===== config.mk =====
export PLATFORM = sky130hd
export DESIGN_NAME = rc4_stream_cipher_flat
export DESIGN_NICKNAME = d
export VERILOG_FILES = /design/src/rtl/rc4_pkg.sv /design/src/rtl/rc4_ifs.sv /design/src/rtl/rc4_perm_mem.sv /design/src/rtl/rc4_key_regs.sv /design/src/rtl/rc4_stream_cipher.sv /design/src/flat_wrapper.sv
export SDC_FILE = /design/constraint.sdc
export NUM_CORES = 2
export LEC_CHECK = 0
export ABC_AREA = 1
export BUFFER_PORTS_ARGS = -buffer_cell sky130_fd_sc_hd__buf_4
export CAP_MARGIN = 0
export CORE_UTILIZATION = 55
export CTS_BUF_LIST = sky130_fd_sc_hd__clkbuf_4 sky130_fd_sc_hd__clkbuf_8
export DETAILED_ROUTE_END_ITERATION = 7
export GPL_TIMING_DRIVEN = 0
export HOLD_SLACK_MARGIN = 0.1
export PLACE_DENSITY_LB_ADDON = 0.15
export REMOVE_ABC_BUFFERS = 1
export SLEW_MARGIN = 20
export SYNTH_ARGS = -nofsm -noshare
export SYNTH_HDL_FRONTEND = slang
export SYNTH_SLANG_ARGS = --single-unit

===== constraint.sdc =====
create_clock -name clk -period 13 [get_ports clk]
set_input_delay 0.65 -clock clk [delete_from_list [all_inputs] [get_ports clk]]
set_output_delay 0.65 -clock clk [all_outputs]
set_load 0.005 [all_outputs]

===== src/rtl/rc4_pkg.sv =====
`default_nettype none

package rc4_pkg;

  localparam int PERM_SIZE     = 256;
  localparam int IDX_W         = $clog2(PERM_SIZE);
  localparam int KEY_WORDS     = 4;
  localparam int KEY_WORD_W    = 64;
  localparam int KW_SEL_W      = $clog2(KEY_WORDS);
  localparam int MAX_KEY_BYTES = 32;
  localparam int LEN_W         = 6;
  localparam int CNT_W         = 12;
  localparam int MAX_SKIP      = 4095;
  localparam int CFG_IDX_W     = 3;

  // Request codes carried in req_type.
  localparam logic [1:0] REQ_REKEY   = 2'd0;
  localparam logic [1:0] REQ_DISCARD = 2'd1;
  localparam logic [1:0] REQ_CRYPT   = 2'd2;

  // Configuration register indexes.
  localparam logic [CFG_IDX_W-1:0] CFG_KEY_WORD_0 = 3'd0;
  localparam logic [CFG_IDX_W-1:0] CFG_KEY_WORD_1 = 3'd1;
  localparam logic [CFG_IDX_W-1:0] CFG_KEY_WORD_2 = 3'd2;
  localparam logic [CFG_IDX_W-1:0] CFG_KEY_WORD_3 = 3'd3;
  localparam logic [CFG_IDX_W-1:0] CFG_KEY_LENGTH = 3'd4;

  typedef logic [IDX_W-1:0] byte_t;

  // One cycle of traffic to the permutation memory.
  typedef struct packed {
    logic  clr;
    byte_t raddr;
    logic  we;
    byte_t waddr;
    byte_t wdata;
  } perm_req_t;

endpackage

`default_nettype wire


===== src/rtl/rc4_ifs.sv =====
`default_nettype none

interface rc4_req_if;
  logic        valid;
  logic        ready;
  logic [1:0]  req_type;
  logic [7:0]  data_byte;
  logic [11:0] skip_count;

  modport source (output valid, output req_type, output data_byte, output skip_count,
                  input ready);
  modport sink (input valid, input req_type, input data_byte, input skip_count,
                output ready);
endinterface

interface rc4_out_if;
  logic       valid;
  logic       ready;
  logic [7:0] out_byte;

  modport source (output valid, output out_byte, input ready);
  modport sink (input valid, input out_byte, output ready);
endinterface

`default_nettype wire


===== src/rtl/rc4_perm_mem.sv =====
`default_nettype none

module rc4_perm_mem (
  input  wire                     clk,
  input  wire                     rst,
  input  wire rc4_pkg::perm_req_t preq,
  output rc4_pkg::byte_t          rdata
);
  import rc4_pkg::*;

  byte_t                mem [PERM_SIZE];
  logic [PERM_SIZE-1:0] valid;
  byte_t                rd;
  byte_t                raddr_q;
  logic                 vld_q;

  always_ff @(posedge clk) begin
    if (preq.we) begin
      mem[preq.waddr] <= preq.wdata;
    end
    rd      <= mem[preq.raddr];
    raddr_q <= preq.raddr;
  end

  // An entry that was never written since the last clear holds its own index.
  always_ff @(posedge clk) begin
    if (rst) begin
      valid <= '0;
      vld_q <= 1'b0;
    end else begin
      vld_q <= valid[preq.raddr];
      if (preq.clr) begin
        valid <= '0;
      end else if (preq.we) begin
        valid[preq.waddr] <= 1'b1;
      end
    end
  end

  assign rdata = vld_q ? rd : raddr_q;

endmodule

`default_nettype wire


===== src/rtl/rc4_key_regs.sv =====
`default_nettype none

module rc4_key_regs (
  input  wire                              clk,
  input  wire                              rst,
  input  wire                              cfg_we,
  input  wire [rc4_pkg::CFG_IDX_W-1:0]     cfg_index,
  input  wire [rc4_pkg::KEY_WORD_W-1:0]    cfg_wdata,
  input  wire [rc4_pkg::LEN_W-1:0]         kidx,
  output rc4_pkg::byte_t                   kbyte,
  output logic [rc4_pkg::LEN_W-1:0]        len_eff
);
  import rc4_pkg::*;

  logic [KEY_WORD_W-1:0] key_word [KEY_WORDS];
  logic [LEN_W-1:0]      key_length;
  logic [KW_SEL_W-1:0]   wsel;

  always_ff @(posedge clk) begin
    if (rst) begin
      for (int w = 0; w < KEY_WORDS; w++) begin
        key_word[w] <= '0;
      end
      key_length <= LEN_W'(16);
    end else if (cfg_we) begin
      case (cfg_index)
        CFG_KEY_WORD_0: key_word[0] <= cfg_wdata;
        CFG_KEY_WORD_1: key_word[1] <= cfg_wdata;
        CFG_KEY_WORD_2: key_word[2] <= cfg_wdata;
        CFG_KEY_WORD_3: key_word[3] <= cfg_wdata;
        CFG_KEY_LENGTH: key_length <= cfg_wdata[LEN_W-1:0];
        default: ;
      endcase
    end
  end

  // Zero length acts as one byte; longer than the key store saturates.
  always_comb begin
    if (key_length == '0) begin
      len_eff = LEN_W'(1);
    end else if (key_length > LEN_W'(MAX_KEY_BYTES)) begin
      len_eff = LEN_W'(MAX_KEY_BYTES);
    end else begin
      len_eff = key_length;
    end
  end

  assign wsel  = kidx[KW_SEL_W+2:3];
  assign kbyte = kidx[LEN_W-1] ? '0 : key_word[wsel][{kidx[2:0], 3'b000} +: 8];

endmodule

`default_nettype wire


===== src/rtl/rc4_stream_cipher.sv =====
`default_nettype none

// RC4 stream cipher with a single 256-byte permutation memory.
// Input words arrive on req (valid/ready). req_type selects the job: rekey runs
// the key schedule from the key registers and clears both indices, discard
// drops skip_count keystream bytes, crypt XORs data_byte with the next
// keystream byte. Only crypt words produce an output word on res. A word with
// req_type three is taken and ignored.
// The key registers are written through cfg_we/cfg_index/cfg_wdata; the user
// must write them only while the block is idle, as the block itself does not
// enforce it. Each write lands at the clock edge where cfg_we is high. req is
// ready only in the idle state, so one word is worked on at a time.
// Each keystream byte takes the steps read S[i], read S[j] and two write-backs,
// and a crypt word adds the read of S[S[i]+S[j]], since the memory has one read
// and one write port with registered read data.
// After reset the permutation is the identity, both indices are zero and the
// key registers hold zero with a key length of 16. If res stalls, the result
// waits in the output register and the next input word is still accepted;
// only a following crypt result waits until the register is free.
module rc4_stream_cipher (
  input  wire                           clk,
  input  wire                           rst,
  rc4_req_if.sink                       req,
  rc4_out_if.source                     res,
  input  wire                           cfg_we,
  input  wire [rc4_pkg::CFG_IDX_W-1:0]  cfg_index,
  input  wire [rc4_pkg::KEY_WORD_W-1:0] cfg_wdata
);
  import rc4_pkg::*;

  localparam logic [3:0] S_IDLE = 4'd0;
  localparam logic [3:0] S_KRN  = 4'd1;
  localparam logic [3:0] S_KRJ  = 4'd2;
  localparam logic [3:0] S_KW1  = 4'd3;
  localparam logic [3:0] S_KW2  = 4'd4;
  localparam logic [3:0] S_GRI  = 4'd5;
  localparam logic [3:0] S_GRJ  = 4'd6;
  localparam logic [3:0] S_GW1  = 4'd7;
  localparam logic [3:0] S_GW2  = 4'd8;
  localparam logic [3:0] S_GOUT = 4'd9;

  logic [3:0]       state, state_next;
  byte_t            idx_i, idx_i_next;
  byte_t            idx_j, idx_j_next;
  byte_t            n, n_next;
  logic [LEN_W-1:0] kidx, kidx_next, kidx_inc;
  byte_t            si, si_next;
  byte_t            sj, sj_next;
  byte_t            data, data_next;
  logic [CNT_W-1:0] cnt, cnt_next, skip_sat;
  logic             crypt, crypt_next;
  logic             fwd, fwd_next;
  logic             out_valid;
  byte_t            out_byte;
  logic             out_load;
  byte_t            ks;
  byte_t            t_sum;

  perm_req_t        preq;
  byte_t            rdata;
  byte_t            kbyte;
  logic [LEN_W-1:0] len_eff;
  logic             req_fire;

  rc4_perm_mem u_mem (
    .clk   (clk),
    .rst   (rst),
    .preq  (preq),
    .rdata (rdata)
  );

  rc4_key_regs u_key (
    .clk       (clk),
    .rst       (rst),
    .cfg_we    (cfg_we),
    .cfg_index (cfg_index),
    .cfg_wdata (cfg_wdata),
    .kidx      (kidx),
    .kbyte     (kbyte),
    .len_eff   (len_eff)
  );

  assign req.ready = (state == S_IDLE);
  assign req_fire  = req.valid && req.ready;
  assign res.valid    = out_valid;
  assign res.out_byte = out_byte;

  assign skip_sat = (req.skip_count > CNT_W'(MAX_SKIP)) ? CNT_W'(MAX_SKIP) : req.skip_count;
  assign t_sum    = si + sj;
  assign kidx_inc = kidx + LEN_W'(1);
  // The keystream read shares its cycle with the write of S[j]; forward it.
  assign ks       = fwd ? si : rdata;

  always_comb begin
    state_next = state;
    idx_i_next = idx_i;
    idx_j_next = idx_j;
    n_next     = n;
    kidx_next  = kidx;
    si_next    = si;
    sj_next    = sj;
    data_next  = data;
    cnt_next   = cnt;
    crypt_next = crypt;
    fwd_next   = fwd;
    out_load   = 1'b0;
    preq       = '0;
    case (state)
      S_IDLE: begin
        if (req_fire) begin
          case (req.req_type)
            REQ_REKEY: begin
              preq.clr   = 1'b1;
              n_next     = '0;
              kidx_next  = '0;
              idx_j_next = '0;
              state_next = S_KRN;
            end
            REQ_DISCARD: begin
              crypt_next = 1'b0;
              cnt_next   = skip_sat;
              if (skip_sat != '0) begin
                state_next = S_GRI;
              end
            end
            REQ_CRYPT: begin
              crypt_next = 1'b1;
              data_next  = req.data_byte;
              state_next = S_GRI;
            end
            default: ;
          endcase
        end
      end
      S_KRN: begin
        preq.raddr = n;
        state_next = S_KRJ;
      end
      S_KRJ: begin
        si_next    = rdata;
        idx_j_next = idx_j + rdata + kbyte;
        preq.raddr = idx_j_next;
        state_next = S_KW1;
      end
      S_KW1: begin
        preq.we    = 1'b1;
        preq.waddr = n;
        preq.wdata = rdata;
        state_next = S_KW2;
      end
      S_KW2: begin
        preq.we    = 1'b1;
        preq.waddr = idx_j;
        preq.wdata = si;
        n_next     = n + 1'b1;
        kidx_next  = (kidx_inc == len_eff) ? '0 : kidx_inc;
        if (n == IDX_W'(PERM_SIZE - 1)) begin
          idx_i_next = '0;
          idx_j_next = '0;
          state_next = S_IDLE;
        end else begin
          state_next = S_KRN;
        end
      end
      S_GRI: begin
        idx_i_next = idx_i + 1'b1;
        preq.raddr = idx_i_next;
        state_next = S_GRJ;
      end
      S_GRJ: begin
        si_next    = rdata;
        idx_j_next = idx_j + rdata;
        preq.raddr = idx_j_next;
        state_next = S_GW1;
      end
      S_GW1: begin
        preq.we    = 1'b1;
        preq.waddr = idx_i;
        preq.wdata = rdata;
        sj_next    = rdata;
        state_next = S_GW2;
      end
      S_GW2: begin
        preq.we    = 1'b1;
        preq.waddr = idx_j;
        preq.wdata = si;
        preq.raddr = t_sum;
        fwd_next   = (t_sum == idx_j);
        if (crypt) begin
          state_next = S_GOUT;
        end else begin
          cnt_next   = cnt - 1'b1;
          state_next = (cnt == CNT_W'(1)) ? S_IDLE : S_GRI;
        end
      end
      S_GOUT: begin
        // Keep addressing the keystream entry so the read data holds through a stall.
        preq.raddr = t_sum;
        if (!out_valid || res.ready) begin
          out_load   = 1'b1;
          state_next = S_IDLE;
        end
      end
      default: state_next = S_IDLE;
    endcase
  end

  always_ff @(posedge clk) begin
    if (rst) begin
      state     <= S_IDLE;
      idx_i     <= '0;
      idx_j     <= '0;
      out_valid <= 1'b0;
    end else begin
      state <= state_next;
      idx_i <= idx_i_next;
      idx_j <= idx_j_next;
      if (out_load) begin
        out_valid <= 1'b1;
      end else if (res.ready) begin
        out_valid <= 1'b0;
      end
    end
  end

  always_ff @(posedge clk) begin
    n     <= n_next;
    kidx  <= kidx_next;
    si    <= si_next;
    sj    <= sj_next;
    data  <= data_next;
    cnt   <= cnt_next;
    crypt <= crypt_next;
    fwd   <= fwd_next;
    if (out_load) begin
      out_byte <= data ^ ks;
    end
  end

  // The last schedule step leaves both indices at zero and returns to idle.
  a_rekey_done: assert property (@(posedge clk) disable iff (rst)
    (state == S_KW2 && n == IDX_W'(PERM_SIZE - 1)) |=>
      (state == S_IDLE && idx_i == '0 && idx_j == '0))
    else $error("rekey did not finish cleanly");

  // A finished crypt result waits while the output register is still occupied.
  a_out_hold: assert property (@(posedge clk) disable iff (rst)
    (state == S_GOUT && out_valid && !res.ready) |=> (state == S_GOUT && out_valid))
    else $error("crypt result would overwrite a pending output");

  // A memory write never coincides with the permutation reset.
  a_clr_we: assert property (@(posedge clk) disable iff (rst)
    !(preq.clr && preq.we))
    else $error("permutation clear collides with a write");

  // Input is taken only with the sequencer at rest.
  a_ready_idle: assert property (@(posedge clk) disable iff (rst)
    req_fire |=> (state != S_KW1 && state != S_KW2 && state != S_GW1 && state != S_GW2))
    else $error("input accepted outside idle");

endmodule

`default_nettype wire

===== src/flat_wrapper.sv =====
// flat-port wrapper written by rule: the top's interface ports become plain ports
module rc4_stream_cipher_flat import rc4_pkg::*;
  (clk, rst, cfg_we, cfg_index, cfg_wdata, req_valid, req_req_type, req_data_byte, req_skip_count, req_ready, res_valid, res_out_byte, res_ready);
  rc4_req_if req_i ();
  rc4_out_if res_i ();
  input  wire clk;
  input  wire rst;
  input  wire cfg_we;
  input  wire [rc4_pkg::CFG_IDX_W-1:0] cfg_index;
  input  wire [rc4_pkg::KEY_WORD_W-1:0] cfg_wdata;
  input wire logic [$bits(req_i.valid)-1:0] req_valid;
  input wire logic [$bits(req_i.req_type)-1:0] req_req_type;
  input wire logic [$bits(req_i.data_byte)-1:0] req_data_byte;
  input wire logic [$bits(req_i.skip_count)-1:0] req_skip_count;
  output wire logic [$bits(req_i.ready)-1:0] req_ready;
  output wire logic [$bits(res_i.valid)-1:0] res_valid;
  output wire logic [$bits(res_i.out_byte)-1:0] res_out_byte;
  input wire logic [$bits(res_i.ready)-1:0] res_ready;
  assign req_i.valid = req_valid;
  assign req_i.req_type = req_req_type;
  assign req_i.data_byte = req_data_byte;
  assign req_i.skip_count = req_skip_count;
  assign req_ready = req_i.ready;
  assign res_valid = res_i.valid;
  assign res_out_byte = res_i.out_byte;
  assign res_i.ready = res_ready;
  rc4_stream_cipher u_core (.clk(clk), .rst(rst), .req(req_i), .res(res_i), .cfg_we(cfg_we), .cfg_index(cfg_index), .cfg_wdata(cfg_wdata));
endmodule

==> run summary <==
Post-synth EDFFs: 2364
ys flop type: edfxtp_1
ys async rst share: 0
Resize count post-CTS: 0
synth top area cells: edfxtp_1, nand3_1, nand2_1
top-area cell type share of the netlist area: 0.640
# H-tree levels: 5
met1 GRT Util: 0.406
layout net count: 10700
Chip Width: 451 um
Initial Util: 0.555
CP max FO: 133
top-count cell post-synth: edfxtp_1
clock group share of total power: 0.275
initial antenna violation count: 10
IO buf count: 103
top post-synthesis cells by count: edfxtp_1, nand2_1, nand3_1
area leader, netlist: edfxtp_1
WS Path Type: flip-flop to flip-flop
WP data required: 13.99 ns
clk sinks: 2666
post-synthesis cell type count: 50
global-route wire length before repair: 459000 um
Yosys reg bits: 2666
ANT nets after route: 0
Syn Area/Cell: 10.8 um2
P_sw: 10.2 mW
drt drc: 28
grt ovf: 0
outcome: complete, but fails checks
pwr dens: 213 nW/um2
final setup fails: 0
drt total wl: 306000 um
LEAKAGE: 47.5 nW
Cell Area, Placed: 118000 um2
fill count: 15200
register area share after synthesis: 0.694
Slew Limit Fails: 0
busiest grt layer: met2
DR WL/cell: 22.5 um
hold crit path type: input pin to flip-flop
Hold Vio Cnt, Final: 0
power share of the sequential group: 0.359
Die Y: 451 um
CP Launch Type: flip-flop
vias per std cell: 5.80
WP data arrival: 7.93 ns
clk slew on worst S/H paths: 0.06 ns
register area: 77000 um2
Max Buffers Root-to-Sink: 4
Sw Share: 0.373
layout cells sized above 1: 0.111
minimum clock period: 6.94 ns
largest net degree at the start of global routing: 134
GR Layer Usage met3: 0.0594
DIE AREA: 204000 um2
drt first pass iters: 8
Peak Freq: 144 MHz
Syn. warnings: 0
worst-skew pair later-pin latency: 1.14 ns
vias: 79000
fin crit share: 0.534
worst clock skew: 0.0737 ns
Mapped Area: 111000 um2
Rows: 164
final worst slack: 6.06 ns
Global Route met2 Usage: 0.466
Total GRT Usage: 0.296
max-cap violation count: 0
Slew @ Worst Pin: 1.14 ns
CTS tree: yes
share of total power in combinational logic: 0.366
Multi-input gate area: 29300 um2
FF-to-FF setup slack: 6.06 ns
CTS buffer count: 433
RSZ-0062 raised after global routing: no
root buffer cell: clkbuf_8
Core ar.: 200000 um2
I/O pin cnt: 104
GPL Wtd Cong: 0.865
synthesized instance count: 10300
Post-Layout Inst Area: 128000 um2
Area growth, synth to finish: 15.7%
vias in the first global route: 75500
pre-CTS WS: 6.14 ns
Max VDD drop: 0.000221 V
failing checks: DRC
Rel. slew slack: 0.240
post-DP HPWL: 187000 um
drt initial violations: 8827
endpoint class of the critical path: flip-flop
internal power: 17.1 mW
-- cells in the final DEF, fill, tap and decap left out, drive strengths merged, types with 3 or more instances in the layout --
cell type / synthesis / layout
a211oi: 7 / 7
a21o: 3 / 3
a21oi: 56 / 56
a221oi: 3 / 3
a31oi: 10 / 10
a41oi: 4 / 4
buf: 418 / 377
bufinv: 0 / 8
clkbuf: 223 / 690
clkinv: 4 / 89
dfxtp: 302 / 302
diode: 0 / 7
dlygate4sd3: 0 / 101
edfxtp: 2364 / 2364
fa: 3 / 3
ha: 29 / 29
inv: 501 / 504
nand2: 2250 / 2250
nand3: 1984 / 1984
nand4: 12 / 12
nor2: 1506 / 1506
nor3: 16 / 16
nor4: 7 / 7
o211ai: 180 / 180
o21ai: 316 / 316
o21bai: 3 / 3
o221ai: 15 / 15
o22ai: 45 / 45
or2: 10 / 10
xnor2: 15 / 15
xor2: 20 / 20
-- flip-flops by register name (all words and copies together) (netlist names), named ones only --
signal and flops:
u_core.u_mem.mem 2048, u_core.u_key.key_word 256, u_core.u_mem.valid 256, u_core.cnt 12
u_core.data 8, u_core.idx_i 8, u_core.idx_j 8, u_core.n 8
u_core.res.out_byte 8, u_core.si 8, u_core.sj 8, u_core.u_mem.raddr_q 8
u_core.u_mem.rd 8, u_core.kidx 6, u_core.u_key.key_length 6, u_core.state 4
u_core.crypt 1, u_core.fwd 1, u_core.res.valid 1, u_core.u_mem.vld_q 1
-- final cells by class --
cell class	instances	area share
multi-input cells	6507	0.228
flip-flops and latches	2666	0.600
well taps	2656	0.0259
clock buffers	690	0.0649
diodes	7	0.000136
inverters	505	0.0152
clock inverters	98	0.00511
repair buffers	478	0.0605
-- power groups by stage --
stage / logic [mW] / clock network, mW / registers (mW)
2_1_floorplan: 7.42 / 0 / 10.2
3_3_place_gp: 10.2 / 0 / 10.6
3_5_place_dp: 9.84 / 0 / 9.97
4_1_cts: 9.90 / 7.57 / 9.79
5_1_grt: 10.8 / 7.94 / 9.80
6_report: 10.0 / 7.50 / 9.79
-- stage by stage --
stage	util	hold slack (ns)	total power [mW]	std cells	setup TNS (ns)
global placement	0.560	0.445	20.8	12400	-
detailed placement	0.592	0.453	19.8	12700	0
global route	0.642	0.224	28.5	13600	0
floorplan	-	0.434	17.6	9678	-377.67
CTS	0.642	0.146	27.3	13600	0
finish	0.642	0.234	27.3	13600	0
-- timing repair --
action | 4_1_cts | 5_1_grt
endpoints found under the hold margin | 304 | 0
setup buffers | 0 | 0
hold buffers | 101 | 0
-- per-layer routing --
metal	vias up	routed length (um)
li1	36300	-
met3	647	27500
met2	3595	143000
met1	38400	124000
met5	-	90
met4	10	11400
-- worst max-delay path, cell delays in order (launching register included) --
cell and delay, ns:
edfxtp_1 0.51, buf_8 0.22, nand2_1 0.09, clkinv_1 0.65, nand2_1 0.25, nand2_1 0.08, a211oi_1 0.77, a211oi_1 0.15
ha_1 0.41, xor2_1 0.17, nand2_1 0.07, nand2_1 0.09, nor3_2 0.56, buf_6 0.25, inv_16 0.08, buf_16 0.25
buf_16 0.33, nand3_1 0.30, nand3_1 0.24, nand3_1 0.21, nand3_1 0.26, nand3_1 0.27, nand2_1 0.11, nand2_1 0.09
nand2_1 0.06
-- path summary, 6_finish.rpt --
kind,startpoint,end,cells after the start
max,u_core.kidx[0],u_core.u_mem.rd[3],24
min,req_req_type[0],u_core.state[2],5
max reg2reg,u_core.kidx[0],u_core.u_mem.rd[3],24
min reg2reg,u_core.u_mem.valid[139],u_core.u_mem.valid[139],2
-- logic make-up (layout without fill, tap and decap cells) --
logic type,count (synthesis),after routing,synth area share
fa+ha+maj,32,32,0.00381
flops,2666,2666,0.694
compound gates,649,649,0.0352
buf+inv,1146,1771,0.0437
xor+xnor,35,35,0.00276
simple gates,5791,5791,0.220
other cells,0,7,0
Note: power is estimated with default switching activity, not from simulation.
